[src/sv/lsq_pkg.sv]
// Shared definitions for the linear-scan priority queue.
// Holds the default capacity, field widths, and the mode and result status codes.
// No dependencies.
`default_nettype none

package lsq_pkg;

	localparam int LSQ_CAPACITY = 16;
	localparam int PRIO_W       = 16;
	localparam int DATA_W       = 32;
	localparam int OCC_W        = 5;

	typedef enum logic [1:0] {
		ST_INSERTED = 2'd0,
		ST_DROPPED  = 2'd1,
		ST_REMOVED  = 2'd2,
		ST_EMPTY    = 2'd3
	} lsq_status_t;

	typedef enum logic {
		MODE_INSERT = 1'b0,
		MODE_REMOVE = 1'b1
	} lsq_mode_t;

endpackage

`default_nettype wire

[src/sv/linear_scan_priority_queue.sv]
// Insert: result is registered in the cycle after the transaction; one item per cycle while idle and not stalled.
// Remove from an empty queue: also registered in the cycle after the transaction.
// Remove: the single memory read port scans one slot per cycle
// and the freed slot is refilled with the last entry in a final write cycle.
// Reset (arst_n low) empties the queue; slot contents are not cleared.
// Built on lsq_pkg; entries live in one internal memory with a registered read.
`default_nettype none

module linear_scan_priority_queue
	import lsq_pkg::*;
#(
	parameter int CAPACITY = LSQ_CAPACITY
) (
	input  wire logic                     clk,
	input  wire logic                     arst_n,
	input  wire logic                     in_valid,
	output logic                          in_stall,
	input  wire logic                     mode,
	input  wire logic signed [PRIO_W-1:0] priority_req,
	input  wire logic signed [DATA_W-1:0] payload,
	output logic                          out_valid,
	input  wire logic                     out_stall,
	output logic [1:0]                    status,
	output logic signed [DATA_W-1:0]      removed_data,
	output logic [OCC_W-1:0]              occupancy
);

	localparam int IDX_W  = (CAPACITY > 1) ? $clog2(CAPACITY) : 1;
	localparam int CNT_W  = $clog2(CAPACITY + 1);
	localparam int WORD_W = PRIO_W + DATA_W;
	localparam logic [CNT_W-1:0] FULL_CNT = CNT_W'(CAPACITY);

	typedef enum logic [2:0] {
		S_IDLE = 3'b001,
		S_SCAN = 3'b010,
		S_DONE = 3'b100
	} state_t;

	state_t                   state_q;
	logic [CNT_W-1:0]         count_q;
	logic [CNT_W-1:0]         scan_q;
	logic [CNT_W-1:0]         last_cnt;

	logic [WORD_W-1:0]        mem_q [CAPACITY];
	logic [WORD_W-1:0]        rd_word_s1;
	logic                     rd_vld_s1;
	logic [IDX_W-1:0]         rd_idx_s1;
	logic [IDX_W-1:0]         rd_addr;

	logic signed [PRIO_W-1:0] best_prio_q;
	logic [DATA_W-1:0]        best_data_q;
	logic [IDX_W-1:0]         best_idx_q;
	logic [WORD_W-1:0]        last_word_q;
	logic signed [PRIO_W-1:0] rd_prio;

	logic                     out_valid_q;
	lsq_status_t              status_q;
	logic [DATA_W-1:0]        removed_q;
	logic [OCC_W-1:0]         occ_q;

	logic out_free;
	logic in_accept;
	logic do_insert;
	logic start_scan;
	logic scan_issue;
	logic finish;

	assign out_free   = !out_valid_q || !out_stall;
	assign in_stall   = (state_q != S_IDLE) || !out_free;
	assign in_accept  = in_valid && !in_stall;
	assign do_insert  = in_accept && (mode == MODE_INSERT) && (count_q != FULL_CNT);
	assign start_scan = in_accept && (mode == MODE_REMOVE) && (count_q != '0);
	assign scan_issue = (state_q == S_SCAN) && (scan_q < count_q);
	assign finish     = (state_q == S_DONE) && out_free;
	assign last_cnt   = CNT_W'(count_q - 1'b1);
	assign rd_addr    = (state_q == S_SCAN) ? scan_q[IDX_W-1:0] : '0;
	assign rd_prio    = rd_word_s1[WORD_W-1 -: PRIO_W];

	// Entry storage: one write port, one registered read port.
	always_ff @(posedge clk) begin
		if (do_insert) begin
			mem_q[count_q[IDX_W-1:0]] <= {priority_req, payload};
		end else if (finish) begin
			mem_q[best_idx_q] <= last_word_q;
		end
		rd_word_s1 <= mem_q[rd_addr];
		rd_idx_s1  <= rd_addr;
	end

	// Running maximum; the first slot seeds it and only a strictly greater
	// priority replaces it, so the lowest slot wins ties.
	always_ff @(posedge clk) begin
		if (rd_vld_s1 && (state_q == S_SCAN)) begin
			if ((rd_idx_s1 == '0) || (rd_prio > best_prio_q)) begin
				best_prio_q <= rd_prio;
				best_data_q <= rd_word_s1[DATA_W-1:0];
				best_idx_q  <= rd_idx_s1;
			end
			last_word_q <= rd_word_s1;
		end
	end

	always_ff @(posedge clk or negedge arst_n) begin
		if (!arst_n) begin
			state_q   <= S_IDLE;
			count_q   <= '0;
			scan_q    <= '0;
			rd_vld_s1 <= 1'b0;
		end else begin
			rd_vld_s1 <= start_scan || scan_issue;
			case (state_q)
				S_IDLE: begin
					if (do_insert) begin
						count_q <= CNT_W'(count_q + 1'b1);
					end
					if (start_scan) begin
						scan_q  <= CNT_W'(1);
						state_q <= S_SCAN;
					end
				end
				S_SCAN: begin
					if (scan_issue) begin
						scan_q <= CNT_W'(scan_q + 1'b1);
					end
					if (rd_vld_s1 && (CNT_W'(rd_idx_s1) == last_cnt)) begin
						state_q <= S_DONE;
					end
				end
				S_DONE: begin
					if (out_free) begin
						count_q <= last_cnt;
						state_q <= S_IDLE;
					end
				end
				default: begin
					state_q <= S_IDLE;
				end
			endcase
		end
	end

	// Result register; a new result loads only once the previous transaction is taken.
	always_ff @(posedge clk or negedge arst_n) begin
		if (!arst_n) begin
			out_valid_q <= 1'b0;
		end else if (finish || (in_accept && !start_scan)) begin
			out_valid_q <= 1'b1;
		end else if (!out_stall) begin
			out_valid_q <= 1'b0;
		end
	end

	always_ff @(posedge clk) begin
		if (finish) begin
			status_q  <= ST_REMOVED;
			removed_q <= best_data_q;
			occ_q     <= OCC_W'(last_cnt);
		end else if (in_accept && !start_scan) begin
			removed_q <= '0;
			if (mode == MODE_REMOVE) begin
				status_q <= ST_EMPTY;
				occ_q    <= '0;
			end else if (do_insert) begin
				status_q <= ST_INSERTED;
				occ_q    <= OCC_W'(count_q + 1'b1);
			end else begin
				status_q <= ST_DROPPED;
				occ_q    <= OCC_W'(count_q);
			end
		end
	end

	assign out_valid    = out_valid_q;
	assign status       = status_q;
	assign removed_data = removed_q;
	assign occupancy    = occ_q;

endmodule

`default_nettype wire

[config.mk]
export PLATFORM = sky130hd
export DESIGN_NAME = linear_scan_priority_queue
export DESIGN_NICKNAME = d
export VERILOG_FILES = /design/src/sv/lsq_pkg.sv /design/src/sv/linear_scan_priority_queue.sv
export SDC_FILE = /design/constraint.sdc
export NUM_CORES = 1
export LEC_CHECK = 0
export BUFFER_PORTS_ARGS = -buffer_cell sky130_fd_sc_hd__buf_2
export CORE_UTILIZATION = 56
export DETAILED_ROUTE_END_ITERATION = 8
export PLACE_DENSITY_LB_ADDON = 0.05
export SLEW_MARGIN = 25
export SYNTH_ARGS = -nofsm -noshare
export SYNTH_HDL_FRONTEND = slang
export SYNTH_SLANG_ARGS = --single-unit
[constraint.sdc]
create_clock -name clk -period 5.2 [get_ports clk]
set_clock_uncertainty 0.1 [all_clocks]
set_input_delay 0.78 -clock clk [delete_from_list [all_inputs] [get_ports clk]]
set_output_delay 0.78 -clock clk [all_outputs]
set_load 0.02 [all_outputs]
==> results.yml, run 1 <==
run_status:
  status: "completed"
global_routing:
  grt_usage_pct: 27.4
  antenna_found_initial: 2
  grt_max_degree: 192
  grt_pass1_wl_um: 136000
  grt_overflow_total: 0
  first_global_vias: 21300
power:
  finalPower_w: 0.0177
  pwr-share-clk_pct: 37.7
  combinationalPowerShare_pct: 10.5
  power_frac_seq_pct: 51.8
  swShare_pct: 24.4
  peakVddDrop_mv: 0.301
  p_switching_w: 0.00434
  power.internal_w: 0.0134
  power_leakage_nw: 14.4
  p_per_area_nw_per_um2: 423
synth:
  synthesis.area_um2: 37300
  synth_top_family_by_area: "simple AND/OR/NAND/NOR gates"
  synth-simple-area-share_pct: 11.2
  synth_nets: 2656
  synth_top_area_share_pct: 72.9
  yosys_warnings: 0
  synthFlopType: "edfxtp_1"
  synthCells: 2580
  yosys.area.top_type: "edfxtp_1"
  synthAdderAreaFrac_pct: 0.772
  ys_ff_latch: 974
  synth_cell_types: 66
  avgSynthCellArea_um2: 14.4
  ys_seq_area_share_pct: 76.8
  synth_edf_count: 905
  async_reset_ff_share_pct: 1.54
  synth_common_cells: "edfxtp_1, nand2_1, nand3_1"
  synth.most_common_cell: "edfxtp_1"
  synthMuxAreaShare_pct: 1.48
  synth_compound_area_share_pct: 7.39
  synth_xor_area_share_pct: 0.306
  synth_area_leaders: "edfxtp_1, nand2_1, dfxtp_1"
routing:
  wl_met1_um: 39200
  ant_nets: 0
  drc: 0
  highest_layer: "met4"
  wl_um: 91400
  wire_per_inst_um: 25.3
  dr_wl_met3_um: 6790
  dr_total_vias: 22100
  drtIter0Drc: 2490
  dr.pass1.iters: 6
  wl_met2_um: 42500
  drt-vias-per-instance: 6.11
sta:
  rsz0062_at_grt: "no"
  slew_headroom_pct: 29.7
  post-route-period-util_pct: 76.0
  hold_viol: 0
  setup-tns-final_ns: 0
  setup_violations: 0
  max_freq_mhz: 253
  drv_slew: 0
  period_needed_ns: 3.95
  worstMarginPinSlew_ns: 1.06
worst_setup_path:
  start_kind: "flop"
  crit_type: "reg -> reg"
  end_kind: "flop"
  path_max_fanout: 36
  worstPathArrival_ns: 4.16
  required_ns: 5.40
clock_network:
  clk_latency_ns: 0.64
  htreeDepth: 3
  post_cts_buffers: 0
  cts-root-buf: "clkbuf_16"
  path_clk_slew_ns: 0.06
  cts_buffer_depth: 3
  holdBufCountCts: 1
  numCtsBuffers: 97
  cts_tree: "built"
  clock-sinks: 974
  ctsResizeCount: 0
floorplanning:
  die-area_um2: 67600
  fp.dieH_um: 260
  core_area_um2: 65700
  initial_core_util_pct: 56.7
  rows: 94
  die_x_um: 260
  pin_count: 94
layout:
  drive_above_1_share_pct: 13.5
  post-route-util_pct: 63.9
  nets: 2749
  synthToLayoutAreaGrowth_pct: 12.7
  diodes: 0
  fin_cells: 3619
hold_path:
  hold_path_class: "reg -> reg"
job:
  max_cap_violations: 0
placed_design:
  gp_congestion: 0.878
  dpl.hpwl_um: 49200
  io_buffers: 93
  dp_cells: 3437
## critical path, cell delays in order, from the launching register on
cell and delay (ns):
dfrtp_1 0.50, inv_1 0.23, ha_1 0.28, nor4bb_1 0.75, o41ai_1 0.17, a32oi_1 0.80, nor2_4 0.30, buf_4 0.47
## final cells by class
cell class | count | area (um^2)
Clock inverter | 52 | 372
Sequential cell | 974 | 28600
Multi-Input combinational cell | 1423 | 8110
Fill cell | 4797 | 23800
Clock buffer | 129 | 2670
Timing Repair Buffer | 145 | 983
Inverter | 32 | 130
Tap cell | 864 | 1080
## power groups by stage
stage,clock [W],combinational [W],sequential (W)
floorplan,0,0.00109,0.00935
global placement,0,0.00183,0.00934
detailed placement,0,0.00185,0.00935
CTS,0.00678,0.00187,0.00919
global route,0.00705,0.00203,0.00923
finish,0.00669,0.00187,0.00920
## cells in the final DEF, fill, tap and decap left out, types with 29 or more instances in the layout
master and instances:
o21ai_0 102, dfxtp_1 54, nand2_1 587, buf_4 41
nand4_1 53, clkbuf_16 101, o21a_1 99, buf_2 93
a221oi_1 95, edfxtp_1 905, and3_1 33, nand3_1 197
mux2_2 48, o22ai_1 53, inv_1 29
## kinds of logic after synthesis
family / count (synthesis)
buffers and inverters: 183
adders and majority gates: 23
and+or+nand+nor: 943
muxes: 49
AOI/OAI and AO/OA: 395
xor gates and xnor gates: 13
DFF: 974
## sequential cells by signal (all words and copies together), names as in the netlist
| register | count |
|---|---|
| mem_q | 768 |
| last_word_q | 48 |
| rd_word_s1 | 48 |
| best_data_q | 32 |
| removed_data | 32 |
| best_prio_q | 16 |
| count_q | 5 |
| occupancy | 5 |
| scan_q | 5 |
| best_idx_q | 4 |
| rd_idx_s1 | 4 |
| state_q | 3 |
| status | 2 |
| out_valid | 1 |
| rd_vld_s1 | 1 |
## routing by layer
| layer | global-route usage, % | vias to the layer above |
|---|---|---|
| li1 | - | 9956 |
| met1 | 39.8 | 11100 |
| met2 | 42.6 | 888 |
| met3 | 4.34 | 190 |
| met4 | 9.05 | 0 |
| met5 | 0 | - |
## metrics by stage
step,worst slack (ns),cell area [um^2],hold slack (ns)
after floorplan,0.409,37300,0.304
after global placement,1.13,38900,0.310
after detailed placement,1.14,38900,0.319
after CTS,1.38,42000,0.333
after global routing,1.09,42000,0.343
final,1.25,42000,0.331
## path summary, 6_finish.rpt
check                               from             end  slack, ns  cells past startpoint
setup reg to reg              count_q[0]    mem_q[1][29]       1.25                      7
hold / removal             rd_word_s1[6]  last_word_q[6]       0.33                      0
max in group asynchronous         arst_n      state_q[0]       4.17                      2
hold reg to reg            rd_word_s1[6]  last_word_q[6]       0.33                      0
min in group asynchronous         arst_n      state_q[2]       0.50                      2
setup / recovery              count_q[0]    mem_q[1][29]       1.25                      7
Power figures use the tool's default switching activity.
==> run 2: changes to the inputs <==
Settings changed: CORE_UTILIZATION 56 to 59.
Clock period 5.2 ns to 4.1 ns, I/O delays scaled along.
==> results.yml, run 2 (synthesized netlist as in run 1, its figures left out) <==
run_status:
  status: "completed"
worst_setup_path:
  worstPathArrival_ns: 3.75
  path_max_fanout: 30
  start_kind: "flop"
  crit_type: "reg -> reg"
  ff2ff_setup_slack_ns: 0.57
  required_ns: 4.32
  end_kind: "flop"
layout:
  nets: 2762
  regMostFlops: "mem_q"
  multi_input_area_um2: 8110
  final_cell_mix: "edfxtp_1, nand2_1, nand3_1"
  fin_cells: 3606
  top_regs: "mem_q: 768 flops, last_word_q: 48 flops, rd_word_s1: 48 flops"
  seq_area_um2: 28600
  largest_reg_flops: 768
  n_fill_cell: 4277
  layout_commonest_cell: "edfxtp_1"
  diodes: 0
  drive_above_1_share_pct: 14.0
  synthToLayoutAreaGrowth_pct: 13.4
floorplanning:
  fp.dieH_um: 253
  rows: 91
  pin_count: 94
  core_area_um2: 62100
  die-area_um2: 64200
  die_x_um: 253
  initial_core_util_pct: 60.0
clock_network:
  ctsResizeCount: 0
  cts-root-buf: "clkbuf_16"
  holdBufCountCts: 1
  path_clk_slew_ns: 0.07
  numCtsBuffers: 97
  clk_latency_ns: 0.66
  cts_tree: "built"
  post_cts_buffers: 0
  clock-sinks: 974
  cts_buffer_depth: 3
  htreeDepth: 3
routing:
  dr_total_vias: 22500
  wl_um: 93400
  wire_per_inst_um: 25.9
  drt-vias-per-instance: 6.23
  drc: 0
  drtIter0Drc: 2468
  dr.pass1.iters: 5
  ant_nets: 0
placed_design:
  dp_cells: 3423
  gp_congestion: 0.866
  io_buffers: 93
  dpl.hpwl_um: 49700
sta:
  slew_headroom_pct: 29.7
  drv_slew: 0
  worstMarginPinSlew_ns: 1.05
  post-route-period-util_pct: 86.2
  whs_ns: 0.314
  max_freq_mhz: 283
  setup_violations: 0
  period_needed_ns: 3.53
  rsz0062_at_grt: "no"
  hold_viol: 0
global_routing:
  antenna_found_initial: 3
  grt_pass1_wl_um: 138000
  first_global_vias: 21800
  grt_overflow_total: 0
  grt_max_degree: 192
  grt_usage_pct: 29.7
job:
  max_cap_violations: 0
power:
  power_leakage_nw: 14.6
  peakVddDrop_mv: 0.394
  p_per_area_nw_per_um2: 537
hold_path:
  hold_path_class: "in -> async"
## run 2: cell types whose count changed in the layout (fill, tap and decap cells not counted)
| cell | before | now |
|---|---|---|
| inv_6 | 2 | 4 |
| clkinv_8 | 0 | 2 |
| clkbuf_8 | 4 | 2 |
| buf_4 | 41 | 39 |
| clkinv_2 | 19 | 20 |
| clkinv_1 | 23 | 22 |
| clkinv_4 | 0 | 1 |
| clkbuf_16 | 101 | 97 |
| clkbuf_1 | 24 | 22 |
| inv_16 | 0 | 1 |
| nand2_1 | 587 | 588 |
| nand2_2 | 3 | 2 |
| bufinv_16 | 5 | 8 |
| buf_12 | 10 | 25 |
## run 2: worst max-delay path, cell delays in order (launching register included)
cell,delay [ns]
dfstp_2,0.61
nor3b_1,0.27
nand3_1,0.27
o41ai_1,0.55
a32oi_1,0.12
buf_4,0.21
nor2_4,0.69
buf_12,0.34
## run 2: cell type report
type | count | area share, %
inverter | 32 | 0.308
timing repair buffer | 158 | 3.00
clock buffer | 121 | 6.00
tap | 837 | 2.48
multi-input combinational | 1423 | 19.2
clock inverter | 61 | 1.28
sequential | 974 | 67.8
## run 2: worst paths after layout
path                                  end           from  depth (start not counted)
hold / removal                  scan_q[1]         arst_n                          2
max in group asynchronous      state_q[0]         arst_n                          2
setup / recovery             mem_q[2][30]     state_q[0]                          7
min in group clk           best_data_q[6]  rd_word_s1[6]                          0
hold reg to reg            best_data_q[6]  rd_word_s1[6]                          0
setup reg to reg             mem_q[2][30]     state_q[0]                          7
## run 2: metal layers
metal  global-route usage, %  vias up  share of wire [%]
li1                        -     9958                  -
met1                    43.8    11300                 42
met2                    46.5     1068                 47
met3                    4.48      171                8.7
met4                    8.17        2                2.3
met5                       0        -              0.014
## run 2: through the flow
| stage | setup slack [ns] | instance area [um^2] | total power [W] | util (%) | TNS (ns) |
|---|---|---|---|---|---|
| 2_1_floorplan | -0.204 | 37300 | 0.0132 | - | -69.57 |
| 3_3_place_gp | 0.708 | 39200 | 0.0142 | 63.1 | 0 |
| 3_5_place_dp | 0.607 | 39200 | 0.0143 | 63.1 | 0 |
| 4_1_cts | 0.593 | 42300 | 0.0228 | 68.1 | 0 |
| 5_1_grt | 0.359 | 42300 | 0.0234 | 68.1 | 0 |
| 6_report | 0.568 | 42300 | 0.0227 | 68.1 | 0 |
## run 2: report_power, final
part / internal (W) / switching [W]
logic: 0.000761 / 0.00169
clock network: 0.00491 / 0.00365
registers: 0.0114 / 0.000263
==> run 3: changes to the inputs <==
Settings changed: CORE_UTILIZATION 59 to 56.
Clock period 4.1 ns to 3.2 ns, I/O delays scaled along.
==> results.yml, run 3 (synthesized netlist as in run 1, its figures left out) <==
routing:
  dr.pass1.iters: 6
  dr_total_vias: 22300
  drt-vias-per-instance: 6.04
  wire_per_inst_um: 25.2
  drc: 0
  wl_um: 92900
  ant_nets: 0
  drtIter0Drc: 2524
worst_setup_path:
  ff2ff_setup_slack_ns: 0.12
  crit_end: "mem_q[7][47]"
  required_ns: 3.37
  ff2ff_path_depth: 6
  path_max_fanout: 39
  crit_type: "reg -> reg"
  end_kind: "flop"
  start_kind: "flop"
  worstPathArrival_ns: 3.26
  r2r-start: "state_q[0]"
  critPathLaunch: "state_q[0]"
  timing.rr.end: "mem_q[7][47]"
clock_network:
  cts-root-buf: "clkbuf_16"
  cts_tree: "built"
  htreeDepth: 3
  numCtsBuffers: 98
  path_clk_slew_ns: 0.06
  cts_buffer_depth: 3
  clk_latency_ns: 0.66
  clock-sinks: 974
placed_design:
  gp_congestion: 0.858
  io_buffers: 93
  dpl.hpwl_um: 56200
global_routing:
  grt_max_degree: 65
  grt_usage_pct: 27.9
  antenna_found_initial: 3
  first_global_vias: 21600
  grt_overflow_total: 0
  grt_pass1_wl_um: 138000
layout:
  top_regs: "mem_q: 768 flops, last_word_q: 48 flops, rd_word_s1: 48 flops"
  drive_above_1_share_pct: 16.2
  synthToLayoutAreaGrowth_pct: 15.6
  multi_input_area_um2: 8130
  post-route-util_pct: 65.5
  largest_reg_flops: 768
  regMostFlops: "mem_q"
  nets: 2818
  n_fill_cell: 4692
  seq_area_um2: 28600
  layout_commonest_cell: "edfxtp_1"
  final_cell_mix: "edfxtp_1, nand2_1, nand3_1"
sta:
  rsz0062_at_grt: "no"
  max_freq_mhz: 324
  period_needed_ns: 3.08
  setup_violations: 0
  hold_viol: 0
  post-route-period-util_pct: 96.4
  slew_headroom_pct: 29.9
  drv_slew: 0
  worstMarginPinSlew_ns: 1.05
floorplanning:
  die-area_um2: 67600
  initial_core_util_pct: 56.7
  fp.dieH_um: 260
  core_area_um2: 65700
  rows: 94
  die_x_um: 260
  pin_count: 94
power:
  peakVddDrop_mv: 0.484
  power_leakage_nw: 15.0
  p_per_area_nw_per_um2: 695
  finalPower_w: 0.0299
run_status:
  status: "completed"
hold_path:
  hold_path_class: "in -> async"
job:
  max_cap_violations: 0
[run 3: cell count changes in the layout (fill, tap and decap cells not counted), sizes merged]
cell,change
diode,+2
clkbuf,+2
clkinv,-9
clkinvlp,+1
inv,+1
buf,+55
bufinv,+6
[run 3: layout make-up]
cell class / instances / share of cell area (%)
Antenna cell: 2 / 0.0116
Clock buffer: 123 / 6.05
Clock inverter: 60 / 1.58
Inverter: 32 / 0.302
Multi-Input combinational cell: 1423 / 18.9
Sequential cell: 974 / 66.5
Tap cell: 864 / 2.51
Timing Repair Buffer: 213 / 4.19
[run 3: metal layers]
layer	wire length [um]	track usage (%)	share of wire (%)	vias to the layer above
li1	-	-	-	10100
met1	40400	41.5	43	11200
met2	42300	42.0	46	898
met3	8510	6.09	9.2	112
met4	1690	7.24	1.8	0
met5	0	0	0	-
[run 3: timing repair]
item	4_1_cts	5_1_grt
setup buffers	0	1
pin swaps	0	1
endpoints found under the setup margin	1	123
gates resized for setup	1	3
hold endpoints to repair	15	0
hold buffers	1	0
[run 3: worst min-delay path by stage]
| stage | start | endpoint | slack, ns | depth (start not counted) |
|---|---|---|---|---|
| floorplan | arst_n | count_q[0] | 0.08 | 0 |
| CTS | arst_n | count_q[0] | 0.16 | 2 |
| global route | arst_n | scan_q[3] | 0.21 | 2 |
| finish | arst_n | count_q[0] | 0.17 | 2 |
| detailed placement | arst_n | out_valid | 0.32 | 1 |
| global placement | rd_word_s1[7] | last_word_q[7] | 0.31 | 0 |
[run 3: per-stage QoR]
stage / area (um^2) / hold slack [ns] / setup TNS [ns] / cells / setup slack, ns
2_1_floorplan: 37400 / 0.0844 / -106.64 / 2580 / -0.375
3_3_place_gp: 39700 / 0.310 / 0 / 3504 / 0.0475
3_5_place_dp: 39700 / 0.315 / 0 / 3504 / 0.00671
4_1_cts: 43000 / 0.156 / 0 / 3688 / 0.0441
5_1_grt: 43100 / 0.207 / 0 / 3689 / 0.0136
6_report: 43100 / 0.171 / 0 / 3691 / 0.117
[run 3: report_power, final]
part | internal [W] | total [W] | switching, W
Combinational | 0.00108 | 0.00333 | 0.00225
Sequential | 0.0146 | 0.0149 | 0.000295
Clock | 0.00692 | 0.0117 | 0.00479
Total | 0.0226 | 0.0299 | 0.00733
[run 3: worst max-delay path: stages, from the launching register on]
cell and delay (ns):
dfstp_2 0.62, nor3b_1 0.31, nand3_1 0.33, nor4_1 0.31, a31oi_1 0.21, nor2_4 0.19, buf_4 0.58
